### src/rtl/b64e_pkg.sv
// ----------------------------------------------------------------------------
// b64e_pkg
// Shared types, constants and the character table of the Base64 encoder.
// ----------------------------------------------------------------------------
package b64e_pkg;

  // Default depth of the job queue between front and back (2 or more)
  localparam int QUEUE_DEPTH_DEF = 2;

  // ASCII anchors of the Base64 alphabet
  localparam logic [7:0] CHAR_UPPER_A = 8'h41;
  localparam logic [7:0] CHAR_LOWER_A = 8'h61;
  localparam logic [7:0] CHAR_DIGIT_0 = 8'h30;
  localparam logic [7:0] CHAR_PLUS    = 8'h2B;
  localparam logic [7:0] CHAR_SLASH   = 8'h2F;
  localparam logic [7:0] PAD_CHAR     = 8'h3D;

  // Sextet ranges of the alphabet
  localparam logic [5:0] SEXT_LOWER = 6'd26;
  localparam logic [5:0] SEXT_DIGIT = 6'd52;
  localparam logic [5:0] SEXT_PLUS  = 6'd62;

  // Bytes already taken in the current three-byte group
  typedef enum logic [1:0] {
    PHASE_0 = 2'd0,
    PHASE_1 = 2'd1,
    PHASE_2 = 2'd2
  } phase_t;

  // Work for one byte: up to four characters
  typedef struct packed {
    logic            is_final;  // last char of this job ends the message
    logic [2:0]      n_chars;   // 1 to 4
    logic [3:0]      pad;       // slot is '=' instead of a sextet
    logic [3:0][5:0] sextet;
  } job_t;

  // Status of the back end, for checking
  typedef struct packed {
    logic       busy;
    logic [1:0] char_idx;
    logic [2:0] n_chars;
  } back_status_t;

  function automatic logic [7:0] sextet_char(input logic [5:0] v);
    logic [7:0] c;
    priority if (v < SEXT_LOWER) begin
      c = CHAR_UPPER_A + {2'b00, v};
    end else if (v < SEXT_DIGIT) begin
      c = CHAR_LOWER_A + {2'b00, v - SEXT_LOWER};
    end else if (v < SEXT_PLUS) begin
      c = CHAR_DIGIT_0 + {2'b00, v - SEXT_DIGIT};
    end else if (v == SEXT_PLUS) begin
      c = CHAR_PLUS;
    end else begin
      c = CHAR_SLASH;
    end
    return c;
  endfunction

endpackage

### src/rtl/b64e_front.sv
// ----------------------------------------------------------------------------
// b64e_front
// Takes raw bytes, tracks group phase and leftover bits, and builds the
// character job each byte completes.
// ----------------------------------------------------------------------------
module b64e_front (
  input  logic            clk,
  input  logic            rst,
  input  logic            accept,
  input  logic [7:0]      data_byte,
  input  logic            final_byte,
  output b64e_pkg::job_t  job,
  output b64e_pkg::phase_t phase
);
  import b64e_pkg::*;

  phase_t     phase_next;
  logic [3:0] leftover;
  logic [3:0] leftover_next;

  always_ff @(posedge clk) begin
    if (rst) begin
      phase    <= PHASE_0;
      leftover <= 4'd0;
    end else if (accept) begin
      phase    <= phase_next;
      leftover <= leftover_next;
    end
  end

  always_comb begin
    job           = '0;
    phase_next    = PHASE_0;
    leftover_next = 4'd0;
    unique case (phase)
      PHASE_1: begin
        job.sextet[0] = {leftover[1:0], data_byte[7:4]};
        if (final_byte) begin
          job.sextet[1] = {data_byte[3:0], 2'b00};
          job.pad[2]    = 1'b1;
          job.n_chars   = 3'd3;
          job.is_final  = 1'b1;
        end else begin
          job.n_chars   = 3'd1;
          phase_next    = PHASE_2;
          leftover_next = data_byte[3:0];
        end
      end
      PHASE_2: begin
        // group complete: always back to the start of a group
        job.sextet[0] = {leftover, data_byte[7:6]};
        job.sextet[1] = data_byte[5:0];
        job.n_chars   = 3'd2;
        job.is_final  = final_byte;
      end
      default: begin
        job.sextet[0] = data_byte[7:2];
        if (final_byte) begin
          job.sextet[1] = {data_byte[1:0], 4'b0000};
          job.pad[2]    = 1'b1;
          job.pad[3]    = 1'b1;
          job.n_chars   = 3'd4;
          job.is_final  = 1'b1;
        end else begin
          job.n_chars   = 3'd1;
          phase_next    = PHASE_1;
          leftover_next = {2'b00, data_byte[1:0]};
        end
      end
    endcase
  end

endmodule

### src/rtl/b64e_queue.sv
// ----------------------------------------------------------------------------
// b64e_queue
// Small job FIFO that decouples the byte front end from the char back end.
// ----------------------------------------------------------------------------
module b64e_queue #(
  parameter int DEPTH = b64e_pkg::QUEUE_DEPTH_DEF
) (
  input  logic           clk,
  input  logic           rst,
  input  logic           push,
  input  b64e_pkg::job_t push_job,
  output logic           full,
  input  logic           pop,
  output b64e_pkg::job_t pop_job,
  output logic           empty
);
  import b64e_pkg::*;

  localparam int AW = $clog2(DEPTH);
  localparam int CW = $clog2(DEPTH + 1);

  job_t          slots [DEPTH];
  logic [AW-1:0] wr_ptr;
  logic [AW-1:0] rd_ptr;
  logic [CW-1:0] count;

  assign full    = (count == CW'(DEPTH));
  assign empty   = (count == '0);
  assign pop_job = slots[rd_ptr];

  always_ff @(posedge clk) begin
    if (push) begin
      slots[wr_ptr] <= push_job;
    end
  end

  always_ff @(posedge clk) begin
    if (rst) begin
      wr_ptr <= '0;
      rd_ptr <= '0;
      count  <= '0;
    end else begin
      if (push) begin
        wr_ptr <= (wr_ptr == AW'(DEPTH - 1)) ? '0 : wr_ptr + 1'b1;
      end
      if (pop) begin
        rd_ptr <= (rd_ptr == AW'(DEPTH - 1)) ? '0 : rd_ptr + 1'b1;
      end
      unique case ({push, pop})
        2'b10:   count <= count + 1'b1;
        2'b01:   count <= count - 1'b1;
        default: count <= count;
      endcase
    end
  end

endmodule

### src/rtl/b64e_back.sv
// ----------------------------------------------------------------------------
// b64e_back
// Walks the current job one character a beat into the output register.
// ----------------------------------------------------------------------------
module b64e_back (
  input  logic                   clk,
  input  logic                   rst,
  input  logic                   q_empty,
  input  b64e_pkg::job_t         q_job,
  output logic                   q_pop,
  output logic                   out_valid,
  input  logic                   out_stall,
  output logic [7:0]             code_char,
  output logic                   final_char,
  output b64e_pkg::back_status_t status
);
  import b64e_pkg::*;

  job_t       cur;
  logic       cur_valid;
  logic [1:0] idx;
  logic       out_ready;
  logic       cur_last;
  logic       advance;
  logic [7:0] char_sel;

  assign out_ready = !out_valid || !out_stall;
  assign cur_last  = ({1'b0, idx} == (cur.n_chars - 3'd1));
  assign advance   = cur_valid && out_ready;
  assign q_pop     = !q_empty && (!cur_valid || (advance && cur_last));
  assign char_sel  = cur.pad[idx] ? PAD_CHAR : sextet_char(cur.sextet[idx]);

  assign status.busy     = cur_valid;
  assign status.char_idx = idx;
  assign status.n_chars  = cur.n_chars;

  always_ff @(posedge clk) begin
    if (q_pop) begin
      cur <= q_job;
    end
  end

  always_ff @(posedge clk) begin
    if (rst) begin
      cur_valid <= 1'b0;
      idx       <= 2'd0;
    end else if (q_pop) begin
      cur_valid <= 1'b1;
      idx       <= 2'd0;
    end else if (advance) begin
      if (cur_last) begin
        cur_valid <= 1'b0;
      end else begin
        idx <= idx + 2'd1;
      end
    end
  end

  always_ff @(posedge clk) begin
    if (rst) begin
      out_valid <= 1'b0;
    end else if (out_ready) begin
      out_valid <= advance;
    end
  end

  always_ff @(posedge clk) begin
    if (advance) begin
      code_char  <= char_sel;
      final_char <= cur.is_final && cur_last;
    end
  end

endmodule

### src/rtl/base64_stream_encoder_top.sv
// ----------------------------------------------------------------------------
// base64_stream_encoder_top
// Streaming RFC 4648 Base64 encoder: raw bytes in, ASCII characters out.
// ----------------------------------------------------------------------------
// Feed the message one byte a beat with final_byte set on its last byte; the
// block returns standard Base64 characters one a beat, padding a short final
// group with '=' and setting final_char on the last character. A new message
// may follow right after a final byte. A byte is taken every cycle while the
// job queue has room (QUEUE_DEPTH jobs, default 2); each byte turns into one
// job of one to four characters. Throughput is set by the output register,
// which sends one character per cycle while out_stall is low: mid-stream
// three bytes make four characters, and a final byte makes up to four. With
// the pipe empty, a byte's first character passes through the job queue, the
// current-job register and the output register.
// ----------------------------------------------------------------------------
module base64_stream_encoder_top #(
  parameter int QUEUE_DEPTH = b64e_pkg::QUEUE_DEPTH_DEF  // 2 or more
) (
  input  logic       clk,
  input  logic       rst,
  // byte channel
  input  logic       in_valid,
  output logic       in_stall,
  input  logic [7:0] data_byte,
  input  logic       final_byte,
  // character channel
  output logic       out_valid,
  input  logic       out_stall,
  output logic [7:0] code_char,
  output logic       final_char
);
  import b64e_pkg::*;

  logic         in_accept;
  job_t         front_job;
  phase_t       phase;
  logic         q_full;
  logic         q_empty;
  logic         q_pop;
  job_t         q_job;
  back_status_t back_st;

  // Front stalls only on a full queue, never on the output side.
  assign in_stall  = q_full;
  assign in_accept = in_valid && !in_stall;

  // Front: group phase and leftover bits, one job per byte beat
  b64e_front u_front (
    .clk        (clk),
    .rst        (rst),
    .accept     (in_accept),
    .data_byte  (data_byte),
    .final_byte (final_byte),
    .job        (front_job),
    .phase      (phase)
  );

  // Decoupling queue of jobs
  b64e_queue #(
    .DEPTH (QUEUE_DEPTH)
  ) u_queue (
    .clk      (clk),
    .rst      (rst),
    .push     (in_accept),
    .push_job (front_job),
    .full     (q_full),
    .pop      (q_pop),
    .pop_job  (q_job),
    .empty    (q_empty)
  );

  // Back: one character a beat through the output register
  b64e_back u_back (
    .clk        (clk),
    .rst        (rst),
    .q_empty    (q_empty),
    .q_job      (q_job),
    .q_pop      (q_pop),
    .out_valid  (out_valid),
    .out_stall  (out_stall),
    .code_char  (code_char),
    .final_char (final_char),
    .status     (back_st)
  );

  // A final byte always closes the group.
  a_final_resets_phase : assert property (
    @(posedge clk) disable iff (rst)
    in_accept && final_byte |=> phase == PHASE_0
  ) else $error("group phase not cleared after final byte");

  // A non-final byte at group start leaves two bits pending.
  a_phase0_advances : assert property (
    @(posedge clk) disable iff (rst)
    in_accept && !final_byte && phase == PHASE_0 |=> phase == PHASE_1
  ) else $error("group phase did not advance from start of group");

  // The back end never walks past the end of its job.
  a_back_idx_bound : assert property (
    @(posedge clk) disable iff (rst)
    back_st.busy |-> ({1'b0, back_st.char_idx} < back_st.n_chars)
  ) else $error("character index past end of job");

  // Nothing is popped from an empty queue.
  a_no_pop_empty : assert property (
    @(posedge clk) disable iff (rst)
    q_empty |-> !q_pop
  ) else $error("job popped from empty queue");

endmodule

### config.mk
export PLATFORM = sky130hd
export DESIGN_NAME = base64_stream_encoder_top
export DESIGN_NICKNAME = d
export VERILOG_FILES = /design/src/rtl/b64e_pkg.sv /design/src/rtl/b64e_front.sv /design/src/rtl/b64e_queue.sv /design/src/rtl/b64e_back.sv /design/src/rtl/base64_stream_encoder_top.sv
export SDC_FILE = /design/constraint.sdc
export NUM_CORES = 1
export LEC_CHECK = 0
export BUFFER_PORTS_ARGS = -buffer_cell sky130_fd_sc_hd__clkbuf_2
export CORE_MARGIN = 4
export CORE_UTILIZATION = 60
export DETAILED_ROUTE_END_ITERATION = 7
export MAX_ROUTING_LAYER = met4
export PLACE_DENSITY = 0.89
export SLEW_MARGIN = 15
export SYNTH_ARGS = -nofsm -noshare
export SYNTH_HDL_FRONTEND = slang
export SYNTH_SLANG_ARGS = --single-unit
### constraint.sdc
create_clock -name clk -period 3.7 [get_ports clk]
set_input_delay 0.185 -clock clk [delete_from_list [all_inputs] [get_ports clk]]
set_output_delay 0.185 -clock clk [all_outputs]
set_load 0.02 [all_outputs]
==> results_dict.tcl, run 1 <==
set metrics [dict create \
    outcome "complete, no violations" \
    critPathMaxStageDelay_ps 710 \
    cp_max_fo 15 \
    period_minus_slack_ps 2980 \
    wirelength_mm 6.63 \
    yosys.area_share.simple_pct 10.4 \
    setup_violations 0 \
    maxSlewViolCount 0 \
    post_drt_wl_per_cell_um 16.2 \
    cts-root-buf "clkbuf_8" \
    rsz0062_at_grt "no" \
    mostFrequentLayoutCells "60 x edfxtp_1, 26 x nor2_1, 23 x clkbuf_2, 20 x mux2_2, 16 x nand2_1" \
    ctsHoldBuffers 0 \
    synth_mux_area_share_pct 7.83 \
    vias_per_cell 5.82 \
    hold_viol_final 0 \
    crit_type "reg2reg" \
    final_nets 356 \
    dieArea_um2 7390 \
    grt_pass1_vias 2374 \
    grt_pass1_wl_mm 11.3 \
    synth_top_family_by_area "compound AO/OA/AOI/OAI gates" \
    crit_chain "mux2_4 > and2_1 > inv_1 > ha_1 > or3_1 > nand3_1 > a21oi_1 > or4_1" \
    post_cts_buffers 0 \
    overflow 0 \
    clock-sinks 74 \
    utilization_pct 67.9 \
    cts_buffers 9 \
    ys_warn_count 0 \
    syn_nets 333 \
    clk-insertion-delay-late_ps 340 \
    drt_first_iter_violations 157 \
    startpoint_type "register" \
    cts_resized 0 \
    netlist_area_um2 3640 \
    synthXorXnorAreaFrac_pct 3.60 \
    clock_skew_ps 10.3 \
    drcViolationCount 0 \
    end_kind "register" \
    hpwl_mm 4.74 \
    core-area_um2 5920 \
    route.vias.total 2382 \
    routabilityCongestion 0.924 \
    start_util_pct 61.6 \
    cts_max_path_buffers 2 \
    area_growth_pct 10.3 \
    arrival_ps 3060 \
    antennaDiodeCount 0 \
    holdCritPathClass "in2reg" \
    clk_pin_slew_worst_paths_ps 80 \
    placed_cells 393 \
    synth_compound_area_share_pct 12.6 \
    crit_slowest_cell "dfxtp_1" \
    yosysUniqueCellTypes 49 \
    drive_gt1_share_pct 19.5 \
    top_level_ports 24 \
    pre_cts_ws_ps 745 \
    synth_top_area_share_pct 49.4 \
    leakagePower_nw 1.50 \
    die_h_um 85.9 \
    required_ps 3780 \
    maxCapViolations 0 \
    final_common_cell "edfxtp_1" \
    ys_ff_latch 74 \
    avgSynthCellArea_um2 11.9 \
    ys_top_cells_by_area "edfxtp_1 49%, dfxtp_1 7.7%, mux2_2 6.2%" \
    tightestPinTransition_ps 1030 \
    antenna_found_initial 0 \
    fin_cells 409 \
    io_buffers 23 \
    period_share_pct 80.4 \
    ys_seq_area_share_pct 57.1 \
    rows 28 \
    finalPower_mw 3.68 \
    die_w_um 85.9 \
    fin_ws_ps 724 \
    tns_ps 0 \
    dr.pass1.iters 5 \
    grt_usage_pct 20.4 \
    synth_cells 306 \
    cts_max_level 3 \
    rrSetupSlack_ps 720 \
    cts_tree "yes" \
    clock.fmax_mhz 336 \
    grt_max_degree 22 \
    power_density_nw_per_um2 915 \
    relSlewSlack_pct 31.6 \
    ant_nets 0 \
    synthAdderAreaFrac_pct 4.81 \
    ir_worst_vdd_mv 0.444 \
    yosys.area.top_type "edfxtp_1" \
]
-- layout make-up --
class                      instances  area [um2]
timing repair buffer              27         145
fill                             445        1900
sequential                        74        2080
inverter                          16        60.1
multi-input combinational        201        1430
tap                               75        93.8
clock inverter                     6        81.3
clock buffer                      10         128
-- critical path, delay by kind of cell (launching register included) --
kind                       cells  cell delay [ps]
AOI/OAI and AO/OA              1               60
adders and majority gates      1              240
buffers and inverters          1              130
DFF                            1              710
muxes                          1              300
and+or+nand+nor                4             1280
-- logic make-up after synthesis --
family          Yosys count
simple gates             80
flops                    74
compound gates           67
buf+inv                  31
mux                      25
xor+xnor                 15
fa+ha+maj                14
-- metal layers --
layer | wire [um] | share of wire, % | GRT usage [%]
met5 | 0 | 0 | -
met1 | 2700 | 41 | 23.9
met3 | 303 | 4.6 | 3.36
met4 | 124 | 1.9 | 9.21
met2 | 3500 | 53 | 34.5
-- sequential cells by signal (all words and copies together) (netlist names) --
register,cells
u_back.code_char,8
u_back.cur,14
u_back.cur_valid,1
u_back.final_char,1
u_back.idx,2
u_back.out_valid,1
u_back.status,3
u_front.leftover,4
u_front.phase,2
u_queue.count,2
u_queue.rd_ptr,1
u_queue.slots,34
u_queue.wr_ptr,1
-- power breakdown --
group          internal (mW)  switching [mW]  leakage (nW)  total, mW
clock                  0.375           0.279         0.105      0.655
sequential              1.24           0.131         0.683       1.37
combinational          0.697           0.952         0.714       1.65
total                   2.32            1.36          1.50       3.68
-- metrics by stage --
step	hold slack [ps]	cell area, um2
after floorplan	254	3640
after global placement	467	3810
after detailed placement	478	3810
after CTS	111	4020
after global routing	122	4020
final	128	4020
-- path summary, 6_finish.rpt --
path                         endpoint             start  cells after the start
setup reg to reg  u_back.code_char[4]     u_back.idx[0]                      8
hold / removal       u_back.out_valid         out_stall                      3
hold reg to reg      u_back.out_valid  u_back.out_valid                      2
setup / recovery  u_back.code_char[4]     u_back.idx[0]                      8
-- synth_stat cells, drive strengths merged --
cell,count
a22o,1
or3,3
a22oi,10
a32oi,4
o2bb2ai,1
o31ai,1
nand3b,2
a31o,1
or4,1
and3,1
a211oi,4
mux2i,3
inv,16
o221ai,1
mux2,22
buf,6
clkbuf,9
o31a,1
xnor2,10
a21o,2
nor4b,1
xor2,5
o22a,1
o21a,2
o211a,1
ha,14
a21oi,15
nand2b,2
and2,6
a211o,2
o21ai,14
nor2,26
nor2b,4
dfxtp,14
nand3,10
nor3,8
nand2,16
a31oi,3
a221oi,1
o211ai,2
edfxtp,60
(Power assumes the default switching activity.)
==> run 2: changes to the inputs <==
==> constraint.sdc (replaced) <==
create_clock -name clk -period 2.9 [get_ports clk]
set_input_delay 0.145 -clock clk [delete_from_list [all_inputs] [get_ports clk]]
set_output_delay 0.145 -clock clk [all_outputs]
set_load 0.02 [all_outputs]
==> run 2 against run 1 <==
  * Non-clock buffer count up 10
  * Total power up 26%
  * Combinational power up 35%
  * Highest routed layer unchanged
  * Critical path type unchanged
  * Maximum frequency up 13%
  * Sequential share of layout area down 0.46 points
  * Worst setup slack worse by 460 ps
  * Clock skew down 1.7 ps
==> results_dict.tcl, run 2 (synthesis results as in run 1) <==
set metrics [dict create \
    placed_cells 403 \
    reg_top3 "u_queue.slots (34), u_back.cur (14), u_back.code_char (8)" \
    grt_pass1_vias 2494 \
    final_nets 366 \
    route.vias.total 2434 \
    cp-startpoint "u_back.idx[0]" \
    end_kind "register" \
    period_share_pct 90.8 \
    drive_gt1_share_pct 22.4 \
    antenna_found_initial 0 \
    grt_max_degree 22 \
    regMostFlops "u_queue.slots" \
    fin_cells 419 \
    outcome "complete, no violations" \
    hold_viol_final 0 \
    arrival_ps 2720 \
    cts-root-buf "clkbuf_8" \
    power_density_nw_per_um2 1150 \
    setup_violations 0 \
    relSlewSlack_pct 49.3 \
    area_growth_pct 11.4 \
    rsz0062_at_grt "no" \
    ant_nets 0 \
    worstReg2RegStart "u_back.idx[0]" \
    drt_first_iter_violations 98 \
    die_w_um 85.9 \
    cts_max_level 3 \
    clock_skew_ps 8.51 \
    dr.pass1.iters 4 \
    rrSetupSlack_ps 270 \
    vias_per_cell 5.81 \
    routabilityCongestion 0.918 \
    dpl_cell_area_um2 3890 \
    top_level_ports 24 \
    cp_max_fo 9 \
    startpoint_type "register" \
    post_drt_wl_per_cell_um 15.8 \
    fin_ws_ps 265 \
    pre_cts_ws_ps 121 \
    final_common_cell "edfxtp_1" \
    overflow 0 \
    utilization_pct 68.6 \
    start_util_pct 61.6 \
    crit_type "reg2reg" \
    period_minus_slack_ps 2630 \
    rows 28 \
    maxCapViolations 0 \
    hpwl_mm 4.87 \
    wirelength_mm 6.62 \
    tns_ps 0 \
    crit_path_end "u_back.code_char[4]" \
    cts_buffers 9 \
    clock-sinks 74 \
    antennaDiodeCount 0 \
    holdCritPathClass "in2reg" \
    hold_ws_ps 84.3 \
    cts_tree "yes" \
    die_h_um 85.9 \
    cts_max_path_buffers 2 \
    maxSlewViolCount 0 \
    mostFrequentLayoutCells "60 x edfxtp_1, 26 x nor2_1, 23 x clkbuf_2, 20 x mux2_2, 16 x nand2_1" \
    r2r-end "u_back.code_char[4]" \
    grt_pass1_wl_mm 11.3 \
    finalPower_mw 4.65 \
    final_area_um2 4060 \
    leakagePower_nw 1.53 \
    ir_worst_vdd_mv 0.693 \
    ctsHoldBuffers 0 \
    clock.fmax_mhz 380 \
    io_buffers 23 \
    core-area_um2 5920 \
    clk_pin_slew_worst_paths_ps 70 \
    tightestPinTransition_ps 759 \
    largest_register_ffs 34 \
    required_ps 2990 \
    grt_usage_pct 20.4 \
    r2r_cells 8 \
    clk-insertion-delay-late_ps 340 \
    drcViolationCount 0 \
    dieArea_um2 7390 \
]
-- run 2: cell count changes in the layout (fill, tap and decap cells not counted), sizes merged --
cell      change
clkbuf        +1
clkinv        -1
clkinvlp      +1
buf          +10
inv           +1
bufinv        -2
-- run 2: worst max-delay path, cell delays in order, from the launching register on --
cell     delay [ps]
dfxtp_2         450
mux2i_1         140
nor2_1          260
inv_1           160
ha_1            280
or3_1           380
nand3_1         160
a21oi_1          60
or4_1           490
-- run 2: worst min path at each step --
stage / start / to / slack [ps] / depth (start not counted)
after global placement: out_stall / u_back.out_valid / 430 / 3
after floorplan: rst / u_back.out_valid / 210 / 1
final: out_stall / u_back.out_valid / 80 / 3
after global routing: data_byte[2] / u_front.leftover[2] / 100 / 3
after CTS: out_stall / u_back.out_valid / 60 / 3
after detailed placement: out_stall / u_back.out_valid / 440 / 3
-- run 2: layout make-up --
| type | instances | area [um2] |
|---|---|---|
| flip-flops and latches | 74 | 2080 |
| fillers | 445 | 1860 |
| multi-input cells | 201 | 1430 |
| repair buffers | 37 | 220 |
| clock buffers | 11 | 141 |
| well taps | 75 | 93.8 |
| inverters | 16 | 60.1 |
| clock inverters | 5 | 30.0 |
-- run 2: timing repair --
| item | 4_1_cts | 5_1_grt |
|---|---|---|
| gates resized for setup | 0 | 1 |
| buffers inserted | 0 | 0 |
| endpoints found under the setup margin | 0 | 1 |
-- run 2: routing by layer --
| metal | global-route usage (%) | vias up | part of all wire, % |
|---|---|---|---|
| met1 | 22.6 | 1146 | 41 |
| met5 | - | - | 0 |
| met4 | 11.4 | 0 | 2.3 |
| li1 | - | 1190 | - |
| met2 | 34.5 | 84 | 52 |
| met3 | 3.65 | 14 | 4.7 |
-- run 2: report_power, final --
part	internal (mW)	leakage (nW)	switching (mW)
clock network	0.331	0.0871	0.359
registers	1.59	0.684	0.149
logic	0.980	0.763	1.25
